<file path="src/rtl/nsfc_pkg.sv">
// ----------------------------------------------------------------------------
// NMEA sentence framer package
// Character codes, limits and small helpers shared by the framer modules.
// ----------------------------------------------------------------------------
`default_nettype none

package nsfc_pkg;

  // Longest sentence kept, from the dollar sign through the terminator.
  localparam int unsigned MAX_LEN = 128;
  localparam logic [7:0] LEN_LIMIT = 8'(MAX_LEN - 1);

  localparam logic [7:0] CH_DOLLAR = 8'h24;
  localparam logic [7:0] CH_STAR   = 8'h2A;
  localparam logic [7:0] CH_CR     = 8'h0D;
  localparam logic [7:0] CH_LF     = 8'h0A;
  localparam logic [7:0] CH_0      = 8'h30;
  localparam logic [7:0] CH_9      = 8'h39;
  localparam logic [7:0] CH_UA     = 8'h41;
  localparam logic [7:0] CH_UF     = 8'h46;
  localparam logic [7:0] CH_LA     = 8'h61;
  localparam logic [7:0] CH_LF_HEX = 8'h66;

  // "GGA", first character in the top byte.
  localparam logic [23:0] SENTENCE_TYPE_RST = 24'h474741;

  // One finished sentence report from the parser.
  typedef struct packed {
    logic       valid;
    logic [7:0] computed_checksum;
    logic [7:0] received_checksum;
    logic       checksum_ok;
    logic [7:0] sentence_length;
  } nsfc_result_t;

  // Returns {is_hex, nibble}.
  function automatic logic [4:0] hex_decode(input logic [7:0] c);
    logic [4:0] r;
    r = 5'd0;
    if (c >= CH_0 && c <= CH_9) begin
      r = {1'b1, 4'(c - CH_0)};
    end else if (c >= CH_UA && c <= CH_UF) begin
      r = {1'b1, 4'(c - CH_UA + 8'd10)};
    end else if (c >= CH_LA && c <= CH_LF_HEX) begin
      r = {1'b1, 4'(c - CH_LA + 8'd10)};
    end
    return r;
  endfunction

endpackage

`default_nettype wire

</file>
<file path="src/rtl/nsfc_parser.sv">
// ----------------------------------------------------------------------------
// NMEA sentence parser
// Holds the framing state and advances it by one character per step.
// ----------------------------------------------------------------------------
`default_nettype none

module nsfc_parser
  import nsfc_pkg::*;
(
  input  wire logic         clk,
  input  wire logic         rst_n,
  input  wire logic         step_en,
  input  wire logic [7:0]   rx_byte,
  input  wire logic [23:0]  sentence_type,
  output nsfc_result_t      result
);

  typedef enum logic [1:0] {
    PH_WAIT = 2'd0,
    PH_ADDR = 2'd1,
    PH_BODY = 2'd2,
    PH_SUM  = 2'd3
  } phase_t;

  phase_t     phase_r, phase_nxt;
  logic [7:0] position_r, position_nxt;
  logic       type_match_r, type_match_nxt;
  logic [7:0] running_xor_r, running_xor_nxt;
  logic [1:0] digit_count_r, digit_count_nxt;
  logic [7:0] digit_value_r, digit_value_nxt;

  logic       term;
  logic [4:0] hex;
  logic [7:0] want;
  logic       cmp_slot;
  logic [7:0] pos_inc;

  assign term    = (rx_byte == CH_CR) || (rx_byte == CH_LF);
  assign hex     = hex_decode(rx_byte);
  assign pos_inc = position_r + 8'd1;

  // Address characters three to five are compared against the type bytes.
  always_comb begin
    want     = 8'd0;
    cmp_slot = 1'b0;
    case (position_r)
      8'd3: begin
        want     = sentence_type[23:16];
        cmp_slot = 1'b1;
      end
      8'd4: begin
        want     = sentence_type[15:8];
        cmp_slot = 1'b1;
      end
      8'd5: begin
        want     = sentence_type[7:0];
        cmp_slot = 1'b1;
      end
      default: begin
        want     = 8'd0;
        cmp_slot = 1'b0;
      end
    endcase
  end

  always_comb begin
    phase_nxt       = phase_r;
    position_nxt    = position_r;
    type_match_nxt  = type_match_r;
    running_xor_nxt = running_xor_r;
    digit_count_nxt = digit_count_r;
    digit_value_nxt = digit_value_r;

    result.valid             = 1'b0;
    result.computed_checksum = running_xor_r;
    result.received_checksum = digit_value_r;
    result.checksum_ok       = (digit_count_r == 2'd2) && (digit_value_r == running_xor_r);
    result.sentence_length   = pos_inc;

    case (phase_r)
      PH_WAIT: begin
        if (rx_byte == CH_DOLLAR) begin
          phase_nxt       = PH_ADDR;
          position_nxt    = 8'd1;
          type_match_nxt  = 1'b1;
          running_xor_nxt = 8'd0;
          digit_count_nxt = 2'd0;
          digit_value_nxt = 8'd0;
        end
      end
      PH_ADDR: begin
        if (term) begin
          phase_nxt = PH_WAIT;
        end else begin
          running_xor_nxt = running_xor_r ^ rx_byte;
          if (cmp_slot && (rx_byte != want)) begin
            type_match_nxt = 1'b0;
          end
          position_nxt = pos_inc;
          if (pos_inc >= 8'd6) begin
            // The last address character decides; include this one's compare.
            if (type_match_r && !(cmp_slot && (rx_byte != want))) begin
              phase_nxt = PH_BODY;
            end else begin
              phase_nxt = PH_WAIT;
            end
          end
        end
      end
      PH_BODY: begin
        if (term || (position_r >= LEN_LIMIT)) begin
          phase_nxt = PH_WAIT;
        end else begin
          if (rx_byte == CH_STAR) begin
            phase_nxt       = PH_SUM;
            digit_count_nxt = 2'd0;
            digit_value_nxt = 8'd0;
          end else begin
            running_xor_nxt = running_xor_r ^ rx_byte;
          end
          position_nxt = pos_inc;
        end
      end
      PH_SUM: begin
        if (term) begin
          result.valid = 1'b1;
          phase_nxt    = PH_WAIT;
        end else if (position_r >= LEN_LIMIT) begin
          phase_nxt = PH_WAIT;
        end else begin
          if ((digit_count_r < 2'd2) && hex[4]) begin
            digit_value_nxt = {digit_value_r[3:0], hex[3:0]};
            digit_count_nxt = digit_count_r + 2'd1;
          end else begin
            digit_count_nxt = 2'd3;
          end
          position_nxt = pos_inc;
        end
      end
      default: begin
        phase_nxt = PH_WAIT;
      end
    endcase
  end

  always_ff @(posedge clk) begin
    if (!rst_n) begin
      phase_r       <= PH_WAIT;
      position_r    <= 8'd0;
      type_match_r  <= 1'b0;
      running_xor_r <= 8'd0;
      digit_count_r <= 2'd0;
      digit_value_r <= 8'd0;
    end else if (step_en) begin
      phase_r       <= phase_nxt;
      position_r    <= position_nxt;
      type_match_r  <= type_match_nxt;
      running_xor_r <= running_xor_nxt;
      digit_count_r <= digit_count_nxt;
      digit_value_r <= digit_value_nxt;
    end
  end

endmodule

`default_nettype wire

</file>
<file path="src/rtl/nmea_sentence_framer_checksum.sv">
// ----------------------------------------------------------------------------
// NMEA 0183 sentence framer with checksum check
// Frames sentences of the configured type and reports their checksums.
// ----------------------------------------------------------------------------
// Usage:
//   The input channel (in_valid, in_stall, in_rx_byte) carries one received
//   character per word. The block waits for a dollar sign, checks address
//   characters three to five against cfg sentence_type, XORs the characters
//   up to the asterisk and captures the hex digits after it.
//   On the CR or LF that ends a sentence, one word leaves on the result
//   channel (out_valid, out_stall, out_*): computed and received checksum,
//   a match flag and the sentence length. Dropped sentences give no word.
//   A character is registered in the input register at acceptance, the
//   parser steps on it there and its result is registered in the result
//   register, which drives out_valid. Throughput is one character per
//   cycle unless a result waits in the input register on out_stall; the
//   parser step lies between the two registers.
//   While out_stall holds a result, characters that give no result still
//   flow; a second result waits in the input register, and only then does
//   in_stall rise.
//   Synchronous reset (rst_n low) empties both registers, returns the
//   parser to waiting for a dollar sign and loads the type "GGA".
//   cfg_wr_en writes cfg_sentence_type; write it only while idle.
// ----------------------------------------------------------------------------
`default_nettype none

module nmea_sentence_framer_checksum
  import nsfc_pkg::*;
(
  input  wire logic        clk,
  input  wire logic        rst_n,

  input  wire logic        in_valid,
  output      logic        in_stall,
  input  wire logic [7:0]  in_rx_byte,

  output      logic        out_valid,
  input  wire logic        out_stall,
  output      logic [7:0]  out_computed_checksum,
  output      logic [7:0]  out_received_checksum,
  output      logic        out_checksum_ok,
  output      logic [7:0]  out_sentence_length,

  input  wire logic        cfg_wr_en,
  input  wire logic [23:0] cfg_sentence_type
);

  logic [23:0]  sentence_type_r;

  // Input register holding the character being parsed.
  logic         s1_valid_r;
  logic [7:0]   s1_byte_r;

  // Result register.
  logic         out_valid_r;
  logic [7:0]   out_computed_r;
  logic [7:0]   out_received_r;
  logic         out_ok_r;
  logic [7:0]   out_length_r;

  nsfc_result_t res;
  logic         out_free;
  logic         s1_adv;
  logic         in_take;

  nsfc_parser u_parser (
    .clk           (clk),
    .rst_n         (rst_n),
    .step_en       (s1_adv),
    .rx_byte       (s1_byte_r),
    .sentence_type (sentence_type_r),
    .result        (res)
  );

  // The result register can take a word when empty or being drained now.
  assign out_free = !out_valid_r || !out_stall;
  // A character without a result never waits for the output side.
  assign s1_adv   = s1_valid_r && (!res.valid || out_free);
  assign in_stall = s1_valid_r && !s1_adv;
  assign in_take  = in_valid && !in_stall;

  always_ff @(posedge clk) begin
    if (!rst_n) begin
      sentence_type_r <= SENTENCE_TYPE_RST;
      s1_valid_r      <= 1'b0;
      out_valid_r     <= 1'b0;
    end else begin
      if (cfg_wr_en) begin
        sentence_type_r <= cfg_sentence_type;
      end
      if (in_take) begin
        s1_valid_r <= 1'b1;
      end else if (s1_adv) begin
        s1_valid_r <= 1'b0;
      end
      if (out_free) begin
        out_valid_r <= s1_adv && res.valid;
      end
    end
  end

  // Payload registers need no reset.
  always_ff @(posedge clk) begin
    if (in_take) begin
      s1_byte_r <= in_rx_byte;
    end
    if (out_free && s1_adv && res.valid) begin
      out_computed_r <= res.computed_checksum;
      out_received_r <= res.received_checksum;
      out_ok_r       <= res.checksum_ok;
      out_length_r   <= res.sentence_length;
    end
  end

  assign out_valid             = out_valid_r;
  assign out_computed_checksum = out_computed_r;
  assign out_received_checksum = out_received_r;
  assign out_checksum_ok       = out_ok_r;
  assign out_sentence_length   = out_length_r;

endmodule

`default_nettype wire
</file>
<file path="config.mk">
export PLATFORM = sky130hd
export DESIGN_NAME = nmea_sentence_framer_checksum
export DESIGN_NICKNAME = d
export VERILOG_FILES = /design/src/rtl/nsfc_pkg.sv /design/src/rtl/nsfc_parser.sv /design/src/rtl/nmea_sentence_framer_checksum.sv
export SDC_FILE = /design/constraint.sdc
export NUM_CORES = 1
export LEC_CHECK = 0
export ABC_CLOCK_PERIOD_IN_PS = 3940
export BUFFER_PORTS_ARGS = -buffer_cell sky130_fd_sc_hd__buf_2
export CORE_AREA = 4 4 114 116
export CTS_BUF_LIST = sky130_fd_sc_hd__clkbuf_8 sky130_fd_sc_hd__clkbuf_16
export CTS_CLUSTER_DIAMETER = 80
export DETAILED_ROUTE_END_ITERATION = 10
export DIE_AREA = 0 0 118 120
export GPL_ROUTABILITY_DRIVEN = 0
export SETUP_SLACK_MARGIN = 0.05
export SYNTH_ARGS = -nofsm -noshare
export SYNTH_HDL_FRONTEND = slang
export SYNTH_HIERARCHICAL = 1
export SYNTH_SLANG_ARGS = --single-unit
</file>
<file path="constraint.sdc">
create_clock -name clk -period 3.94 [get_ports clk]
set_clock_uncertainty 0.1 [all_clocks]
set_input_delay 0.985 -clock clk [delete_from_list [all_inputs] [get_ports clk]]
set_output_delay 0.985 -clock clk [all_outputs]
set_load 0.005 [all_outputs]
</file>
==> flow_summary.ini <==
[floorplan]
floorplan.die_area_sq_mm = 0.0142
die_h_um = 120
die_x_um = 118
placementRows = 40
io_pins = 64
core-area_sq_mm = 0.0119
start_util_pct = 35.5

[final_layout]
num-fill-cells = 1176
antennaDiodeCount = 0
multi_input_area_sq_mm = 0.00194
final-seq-area_sq_mm = 0.00209
layout-drive-gt1-share_pct = 19.7
fin_nets = 510
fin_cells = 613
area_growth_pct = 15.7

[detailed_routing]
drt-pass1-iter-count = 4
vias_per_cell = 5.18
drt_first_iter_violations = 133
drc = 0
wirelength_mm = 9.38
ant_nets = 0
via_count = 3177
wl_per_cell_um = 15.3

[timing]
slew_headroom_pct = 52.9
finalHoldViolations = 0
finalCritPeriodShare_pct = 84.6
final_max_slew_viol_count = 0
rsz0062_at_grt = false
setup_slack_ns = 0.608
fmax_mhz = 300
setup_violations = 0
period_needed_ns = 3.33
worst_slew_pin_slew_ns = 0.705
tns_ns = 0

[clocking]
cts_htree_levels = 3
cts_tree = done
clockBufferDepth = 2
postCtsSetupBuffers = 0
cts_root_buf = clkbuf_16
clkLatencyLatePin_ns = 0.34
cts-hold-fix-buffers = 0
cts.clk_slew.worst_paths_ns = 0.06
cts_buffers = 9
cts_resized = 0
cts_num_sinks = 88

[pwr]
switching_power_w = 0.000432
p_per_area_mw_per_mm2 = 396
p_sw_share_pct = 22.3
power.internal_w = 0.00151
clkPwrFrac_pct = 43.5
comb_power_share_pct = 5.3
p_leak_nw = 1.84
peakVddDrop_mv = 0.223
seqPwrFrac_pct = 51.1

[worst_hold_path]
holdPathEnd = sentence_type_r[22]$_SDFFE_PN1P_
hold_depth = 2
min_path_type = reg2reg
hold_start = sentence_type_r[22]$_SDFFE_PN1P_

[placed_design]
hpwlAfterDp_mm = 6.76
dpl.cell_count = 597
port_buffers = 63
dp_slack_ns = 0.907

[yosys]
synth_area_per_cell_sq_um = 10.3
ys_seq_area_share_pct = 49.5
synth-edff-count = 33
syn-num-nets = 459
ys_ff_latch = 88
netlist.area_leader.share_pct = 26.0
synth_top_area_cell = dfxtp_1
ys_types = 59
ys_top_cells_by_area = dfxtp_1 26%, edfxtp_1 23%, mux2i_1 7.6%
synth-async-reset-ratio_pct = 0
synth_ff_type = dfxtp_1
netlist_area_sq_mm = 0.00423
synth_warnings = 6
synthCells = 410

[worst_setup_path]
r2r_cells = 10
crit_chain = inv_1 -> ha_1 -> mux2_2 -> nand3_1 -> nor2_1 -> and4_1 -> buf_2
worst-setup-path-type = reg2out
cpMaxStageDelayCell = edfxtp_1
critical-path-max-stage-delay_ns = 0.52
timing.critical_path.buf_inv = 2
crit_path_start_kind = register
endpoint_kind = output pin
cp.required_ns = 2.85
cp.arrival_ns = 2.25
crit_family = simple AND/OR/NAND/NOR gates
rr_endpoint = u_parser/position_r[1]$_SDFFE_PN0P_
timing.rr.start = s1_byte_r[0]$_DFFE_PP_
rrSetupSlack_ns = 0.85
crit_fanout = 9

[global_route]
antenna_found_initial = 0
grt_pass1_vias = 3115
gr-total-overflow = 0
grt_max_degree = 30
grt_pass1_wl_mm = 15.6
grt_use_total_pct = 13.6

[outcome]
status = finished, final reports clean

[run]
cap_violations = 0
==> registers in the layout, indices dropped and copies added (netlist names), 2 cells and up <==
register,count
out_computed_checksum,8
out_received_checksum,8
out_sentence_length,8
s1_byte_r,8
sentence_type_r,24
u_parser/digit_count_r,2
u_parser/digit_value_r,8
u_parser/phase_r,2
u_parser/position_r,8
u_parser/running_xor_r,8
==> power by group through the flow <==
stage,clock network [W],registers (W),logic (W)
6_report,0.000844,0.000991,0.000104
5_1_grt,0.000901,0.000995,0.000117
4_1_cts,0.000863,0.000991,0.000104
3_5_place_dp,0,0.00101,0.000104
3_3_place_gp,0,0.00101,0.000102
2_1_floorplan,0,0.000993,0.0000863
==> synth_stat cells (11+ instances only) <==
cell	instances
clkbuf_1	15
a21oi_1	23
inv_1	11
mux2i_1	32
nor2b_1	18
nand3_1	11
edfxtp_1	33
o21ai_0	14
dfxtp_1	55
xnor2_1	14
nand2_1	30
ha_1	12
nor2_1	38
==> metrics by stage <==
stage | hold slack, ns | util (%) | power, W | area (sq um)
4_1_cts | 0.379 | 41.1 | 0.00196 | 4890
2_1_floorplan | 0.342 | - | 0.00108 | 4230
3_3_place_gp | 0.357 | 38.6 | 0.00111 | 4600
3_5_place_dp | 0.363 | 38.6 | 0.00111 | 4600
6_report | 0.375 | 41.1 | 0.00194 | 4890
5_1_grt | 0.415 | 41.1 | 0.00201 | 4890
==> worst max path at each step <==
stage	cells past startpoint	to	startpoint	slack [ns]
6_report	7	in_stall	s1_byte_r[1]$_DFFE_PP_	0.61
2_1_floorplan	7	out_checksum_ok$_DFFE_PP_	s1_byte_r[0]$_DFFE_PP_	0.88
3_3_place_gp	9	u_parser/digit_value_r[1]$_SDFFE_PN0P_	s1_byte_r[0]$_DFFE_PP_	1.07
4_1_cts	7	in_stall	s1_byte_r[1]$_DFFE_PP_	0.61
3_5_place_dp	10	u_parser/position_r[1]$_SDFFE_PN0P_	s1_byte_r[0]$_DFFE_PP_	0.91
5_1_grt	7	in_stall	s1_byte_r[1]$_DFFE_PP_	0.44
==> worst reg2reg max path: stages (launching register included) <==
cell and delay, ns:
edfxtp_1 0.50, inv_1 0.16, ha_1 0.24, mux2_2 0.28, nand3_1 0.18, nor2_1 0.11, a31oi_1 0.30, and3_4 0.27
o21ai_1 0.24, or3b_2 0.52, a21oi_1 0.14
==> cell usage in the layout (no fill, tap or decap), types with 2 or more instances in the layout <==
cell and count:
inv_1 11, nand3_1 11, o21ai_0 14, a21oi_2 2, clkbuf_16 9, or4_1 4, o2111ai_1 3, o311ai_1 2
a21oi_1 22, nor2_1 38, nand2b_1 5, a22oi_1 8, clkinv_2 2, xnor2_1 14, mux2i_1 32, o21a_1 2
and3_1 8, nand3b_1 7, a22o_1 6, buf_2 63, ha_1 12, buf_4 2, nor4_1 3, inv_6 2
nor2b_1 18, clkinv_1 2, o21bai_1 2, nor3_1 3, nand4_1 3, a31oi_1 3, nand2_1 30, dfxtp_1 55
xor2_1 8, edfxtp_1 33
==> layer usage <==
| metal | part of all wire, % | vias to the layer above | global-route usage (%) |
|---|---|---|---|
| met5 | 0 | - | 0 |
| met4 | 2.2 | 0 | 5.42 |
| met3 | 4.2 | 12 | 3.30 |
| met2 | 44 | 79 | 21.2 |
| li1 | - | 1570 | - |
| met1 | 49 | 1516 | 18.2 |
==> cells by family after synthesis <==
| family | share of synthesized area [%] |
|---|---|
| AOI/OAI and AO/OA | 12.7 |
| DFF | 49.5 |
| muxes | 7.84 |
| and+or+nand+nor | 17.2 |
| buffers and inverters | 4.64 |
| adders and majority gates | 3.55 |
| xor gates and xnor gates | 4.56 |
==> layout make-up <==
class | count | share of cell area [%]
clock inverter | 7 | 1.43
inverter | 12 | 0.921
clock buffer | 9 | 4.60
timing repair buffer | 65 | 6.75
multi-input combinational | 285 | 39.8
tap | 147 | 3.76
sequential | 88 | 42.8
Power figures use the tool's default switching activity.
